===== config.mk =====
export PLATFORM = sky130hd
export DESIGN_NAME = c2s_isqrt
export DESIGN_NICKNAME = d
export VERILOG_FILES = /design/src/sv/c2s_pkg.sv /design/src/sv/c2s_isqrt.sv
export SDC_FILE = /design/constraint.sdc
export NUM_CORES = 2
export LEC_CHECK = 0
export BUFFER_PORTS_ARGS = -buffer_cell sky130_fd_sc_hd__buf_2
export CAP_MARGIN = 0
export CORE_MARGIN = 4
export CORE_UTILIZATION = 39
export DETAILED_ROUTE_END_ITERATION = 7
export GPL_TIMING_DRIVEN = 0
export PLACE_DENSITY_LB_ADDON = 0.2
export REMOVE_ABC_BUFFERS = 1
export SKIP_LAST_GASP = 1
export SYNTH_ARGS = -nofsm -noshare
export SYNTH_HDL_FRONTEND = slang
export SYNTH_SLANG_ARGS = --single-unit

===== constraint.sdc =====
create_clock -name clk -period 4.2 [get_ports clk]
set_input_delay 0.21 -clock clk [delete_from_list [all_inputs] [get_ports clk]]
set_output_delay 0.21 -clock clk [all_outputs]
set_load 0.01 [all_outputs]

===== src/sv/c2s_pkg.sv =====
package c2s_pkg;

  localparam int COORD_WIDTH_DEF   = 24;
  localparam int CORDIC_STAGES_DEF = 18;
  localparam int GUARD_BITS        = 16;
  localparam int ACC_W             = 27;
  localparam int ANG_W             = 18;
  localparam int AZ_W              = 20;
  localparam int RAD_W             = 24;
  localparam int OUT_DATA_W        = 64;

  localparam logic [ANG_W-1:0] HALF_PI_Q = 18'd102944;
  localparam logic [ANG_W-1:0] PI_Q      = 18'd205887;
  localparam logic [AZ_W-1:0]  TWO_PI_Q  = 20'd411775;

  typedef struct packed {
    logic x_pos;
    logic x_zero;
    logic y_pos;
    logic y_zero;
    logic z_pos;
    logic z_zero;
  } sign_flags_t;

  // atan(2^-i) in radians * 2^24
  function automatic logic signed [ACC_W-1:0] atan_tab(input int idx);
    logic signed [ACC_W-1:0] v;
    v = '0;
    case (idx)
      0:  v = 27'sd13176795;
      1:  v = 27'sd7778716;
      2:  v = 27'sd4110060;
      3:  v = 27'sd2086331;
      4:  v = 27'sd1047214;
      5:  v = 27'sd524117;
      6:  v = 27'sd262123;
      7:  v = 27'sd131069;
      8:  v = 27'sd65536;
      9:  v = 27'sd32768;
      10: v = 27'sd16384;
      11: v = 27'sd8192;
      12: v = 27'sd4096;
      13: v = 27'sd2048;
      14: v = 27'sd1024;
      15: v = 27'sd512;
      16: v = 27'sd256;
      17: v = 27'sd128;
      18: v = 27'sd64;
      19: v = 27'sd32;
      20: v = 27'sd16;
      21: v = 27'sd8;
      22: v = 27'sd4;
      23: v = 27'sd2;
      24: v = 27'sd1;
      default: v = '0;
    endcase
    return v;
  endfunction

endpackage


===== src/sv/c2s_isqrt.sv =====
module c2s_isqrt import c2s_pkg::*; #(
  parameter int W = COORD_WIDTH_DEF
) (
  input  logic           clk,
  input  logic           en,
  input  logic [2*W-1:0] rad,
  output logic [W-1:0]   root
);

  localparam int RW = W + 3;

  logic [RW-1:0]  rem_r  [W];
  logic [W-1:0]   root_r [W];
  logic [2*W-1:0] rad_r  [W];

  // one root bit per stage, two radicand bits brought down each time
  for (genvar k = 0; k < W; k++) begin : g_stage
    logic [RW-1:0]  p_rem;
    logic [W-1:0]   p_root;
    logic [2*W-1:0] p_rad;
    logic [RW-1:0]  rem_in;
    logic [RW-1:0]  trial;
    logic           ge;

    if (k == 0) begin : g_first
      assign p_rem  = '0;
      assign p_root = '0;
      assign p_rad  = rad;
    end else begin : g_next
      assign p_rem  = rem_r[k-1];
      assign p_root = root_r[k-1];
      assign p_rad  = rad_r[k-1];
    end

    assign rem_in = {p_rem[RW-4:0], p_rad[2*W-1:2*W-2]};
    assign trial  = {1'b0, p_root, 2'b01};
    assign ge     = rem_in >= trial;

    always_ff @(posedge clk) begin
      if (en) begin
        rem_r[k]  <= ge ? rem_in - trial : rem_in;
        root_r[k] <= {p_root[W-2:0], ge};
        rad_r[k]  <= {p_rad[2*W-3:0], 2'b00};
      end
    end
  end

  assign root = root_r[W-1];

endmodule


== Yosys cells after proc, flatten, opt, wreduce, memory -nomap -nowiden ==
Memories as Yosys holds them, arrays and structs flattened.
Cells that the tools add are included.

* Add/sub/neg operators: 24
* Muxes and demuxes: 26
* Order comparisons: 24

{| class="wikitable"
|+ Operator list
! kind !! number
|-
| $mux 27 || 24
|-
| $sub 26x26->27 || 23
|-
| $ge 26x26->1 || 23
|-
| $sub 2x1->3 const B || 1
|-
| $ge 2x1->1 const B || 1
|-
| $mux 1 || 2
|}

* Memories: 3
* Bits in writable memories: 2328
* Bits in registers: 0
* Bits of input ports: 50
* Logic and storage cells: 77
* Output and inout port bits: 24

{| class="wikitable"
|+ Memory list
! memory !! words !! width !! rd ports !! clocked after memory_dff !! wr ports !! RTL line !! source
|-
| rad_r || 24 || 46 || 23 || 0 || 24 || c2s_isqrt.sv:14 || <nowiki>logic [2*W-1:0] rad_r [W];</nowiki>
|-
| rem_r || 24 || 27 || 23 || 0 || 24 || c2s_isqrt.sv:12 || <nowiki>logic [RW-1:0] rem_r [W];</nowiki>
|-
| root_r || 24 || 24 || 24 || 0 || 24 || c2s_isqrt.sv:13 || <nowiki>logic [W-1:0] root_r [W];</nowiki>
|}

== Logic depth before layout (Yosys ltp) ==
An unclocked memory read counts as a cell.

* Depth after elaboration: 3
* Depth in mapped cells: 13
* Mapped depth without buffers: 11

== Worst setup path before layout ==
Ideal clock, no wire load.

* Kind: register -> register
* From: mem rem_r[2][85] (netlist bit)
* To: mem rem_r[2][114] (netlist bit) (data pin)
* Data required time: 3.940 ns
* Setup slack: 1.166 ns
* Stages on the path, launching flop included: 10
* Arrival time: 2.775 ns
* Period minus slack after synthesis: 3.034 ns
* Setup time: 0.260 ns
* Path buffers: 1
* Path through: edfxtp_1 ha_1 a21oi_1 o21ai_0 or3_1 o2111a_1 a311oi_1 o2111ai_1 clkbuf_1 mux2_2

{| class="wikitable"
|+ RTL lines
! what !! RTL line
|-
| from (decl) || c2s_isqrt.sv:12
|}

==> impl_results.md <==
* Worst supply voltage drop on vdd at 0.421 mV
* List of most frequent post-synthesis cells: edfxtp_1, inv_1, ha_1, nand2_1, a21oi_1
* Share of the cycle needed by the critical path after routing at 0.941
* Synthesized flop and latch total at 1374
* Max-cap viol count at 0
* Master cell of the clock root buffer: clkbuf_16
* Share of flip-flops with an asynchronous set or reset at 0
* All-Layer GR Usage at 0.140
* Max stage delay cell, worst path: clkinvlp_2
* Sequential element share of the synthesized area at 0.648
* Top_reg_cell synth: edfxtp_1
* Setup crit start kind: flop
* Standby leakage power at 27.4 nW
* Die outline width at 412 microns
* Avg Vias per Cell at 5.06
* Maximum number of pins on one net before global-route repair at 178
* Routed length on met1 at 54400 microns
* Simple-gate area share of the yosys netlist at 0.0960
* Count of endpoints failing setup in the final report at 0
* Adder-cell area share of the yosys netlist at 0.0639
* Status: completed
* Synthesized-area fraction occupied by ao, oa, aoi and oai cells at 0.0961
* Mean instance size in the synthesized netlist at 13.0 sq um
* Required time of the critical path at 4740 ps
* Number of flops mapped to enable cells by yosys at 1374
* Clock-pin slew on the worst setup and hold paths at 50 ps
* Maximum root-to-sink buffer count at 3
* Cell area after layout at 72200 sq um
* Max-slew headroom at 0.154
* Area share of the largest cell type after synthesis at 0.648
* CTS buffer count at 155
* Pwr dens at 531 nW/um^2
* Number of filler instances in the final layout at 14500
* Cell area after technology mapping at 63600 sq um
* Number of levels in the clock H-tree at 4
* Placed Cells incl. Taps at 7054
* Dominant combinational cell family by area after synthesis: compound AO/OA/AOI/OAI gates
* Wire length of the first global-routing pass at 193000 microns
* Number of DRC markers in iteration 0 at 2799
* Total Die Area at 170000 sq um
* Unrepaired setup endpoints after global routing: no
* Number of design rule violations left after detail routing at 0
* Critical path type: reg -> reg
* Area growth, synth to finish at 13.4%
* Warning count from the yosys run at 0
* Count of distinct cell types in the synthesized netlist at 80
* Initial DRT Pass Iterations at 6
* Number of antenna violations at the first check in global routing at 0
* Clock Latency Late Sink at 770 ps
* Peak Freq at 253 MHz
* TritonCTS clock tree: yes
* Most numerous cell in the Yosys netlist: edfxtp_1
* Number of slew-limit violations in the final report at 0
* Cell type with the largest total area after synthesis: edfxtp_1
* Overflow after GRT at 0
* Share of final-layout standard cells stronger than drive strength 1 at 0.0761
* Final Non-Filler Cells at 7378
* Wire length on met2 at 56600 microns
* Clock period minus worst slack at 3950 ps
* Routed length per placed instance at 16.2 microns
* Top-level I/O count at 74
* Initial Utilization at 0.395
* Top routing layer used: met4
* Final routed wirelength across all metal layers at 119000 microns
* Top delay family on crit path: compound AO/OA/AOI/OAI gates
* Buffers & Inverters on Critical Path at 1
* Crit path cell chain: ha_1, a21o_1, a211o_1, or3_1, a311oi_1, o21a_1, clkinvlp_2, a21oi_1
* DPL Wire Length at 82900 microns
* Final worst clock skew at 38.5 ps
* Endpoints failing hold at 0
* Met3 routed WL at 5220 microns
* Endpoint type of the worst setup path: flop
* Routability-driven placement congestion ratio at 0.891
* Number of I/O port buffers at 73
* Via Count at 37400
* Count of clock tree sinks at 1374
* Post-layout nets at 5478
* Maximum single-stage delay on the critical path at 820 ps
* XOR/XNOR share of the synthesized area at 0.0584
* Proportion of synthesized area in mux cells at 0.00857
* Transition time at the pin with the least slew margin at 1240 ps
* Site Rows at 147
* Placed instance area at 66800 sq um
* Hold Path Class: in -> reg
* Core outline area at 161000 sq um
* Worst Path Arrival at 4490 ps
* Total power after layout at 38.4 mW
* Die outline height at 412 microns
* Peak fanout along the critical path at 16
* Post-synthesis instance total at 4881
* Top cells by area, synth: edfxtp_1, ha_1, xnor2_1
* Residual antenna-violating net count after detailed routing at 0
* Diodes inserted at 0
* Vias in the first global route at 36600
[metal layers]
layer	GRT usage	vias to the layer above
met5	0	-
met4	0.0453	0
met3	0.0254	219
met2	0.232	727
met1	0.188	17800
li1	-	18600
[registers in the layout (all words and copies together), names as in the netlist]
signal / cells
rem_r: 522
rad_r: 552
root_r: 300
[cells in the final DEF (no fill, tap or decap), types with 85 or more instances in the layout]
cell          n
a21o_1       85
a21oi_1     306
clkbuf_16   157
edfxtp_1   1374
ha_1        325
inv_1       403
nand2_1     323
nor2_1      305
nor3_1      127
o21ai_0     265
xnor2_1     215
xor2_1      209
[through the flow]
step	setup TNS (ps)	hold slack, ps	util	setup WS (ps)
after CTS	0	52.9	0.447	128
after floorplan	-1120	309	-	-216
after global routing	0	103	0.448	5.83
after global placement	-	386	0.412	-18760
after detailed placement	0	388	0.414	147
final	0	149	0.448	248
[path summary, 6_finish.rpt]
check        slack, ps  cells past startpoint            end           from
min reg2reg        400                      0  rad_r[2][228]  rad_r[2][180]
max                250                      8   rem_r[2][13]  rem_r[1][203]
max reg2reg        250                      8   rem_r[2][13]  rem_r[1][203]
min                150                      2   rad_r[0][41]        rad[41]
[cell type report]
cell class / instances / area (sq um) / share of cell area
timing repair buffer: 141 / 1240 / 0.0172
clock buffer: 195 / 4070 / 0.0564
timing repair inverter: 1 / 5.00 / 0.0000693
inverter: 405 / 1520 / 0.0211
multi-input combinational: 3025 / 20600 / 0.286
tap: 2160 / 2700 / 0.0374
clock inverter: 77 / 748 / 0.0104
sequential: 1374 / 41300 / 0.572
[worst register-to-register path, cell delays in order, from the launching register on]
cell and delay, ps:
edfxtp_1 400, ha_1 400, a21o_1 190, a211o_1 310, or3_1 370, a311oi_1 270, o21a_1 550, clkinvlp_2 830
a21oi_1 440
[where the power goes]
group	internal, mW	total (mW)	switching [mW]
sequential	17.3	18.3	0.972
combinational	3.05	7.24	4.18
clock	7.49	12.8	5.35
total	27.9	38.4	10.5
[timing repair]
action,4_1_cts,5_1_grt
gates resized for setup,0,3
endpoints found under the setup margin,0,6
hold endpoints to repair,125,0
hold buffers,50,0
setup buffers,0,0
[kinds of logic after synthesis]
logic type	count (synthesis)
DFF	1374
and+or+nand+nor	1239
AOI/OAI and AO/OA	986
buffers and inverters	483
xor gates and xnor gates	424
adders and majority gates	325
muxes	49
other	1
(Power assumes the default switching activity.)
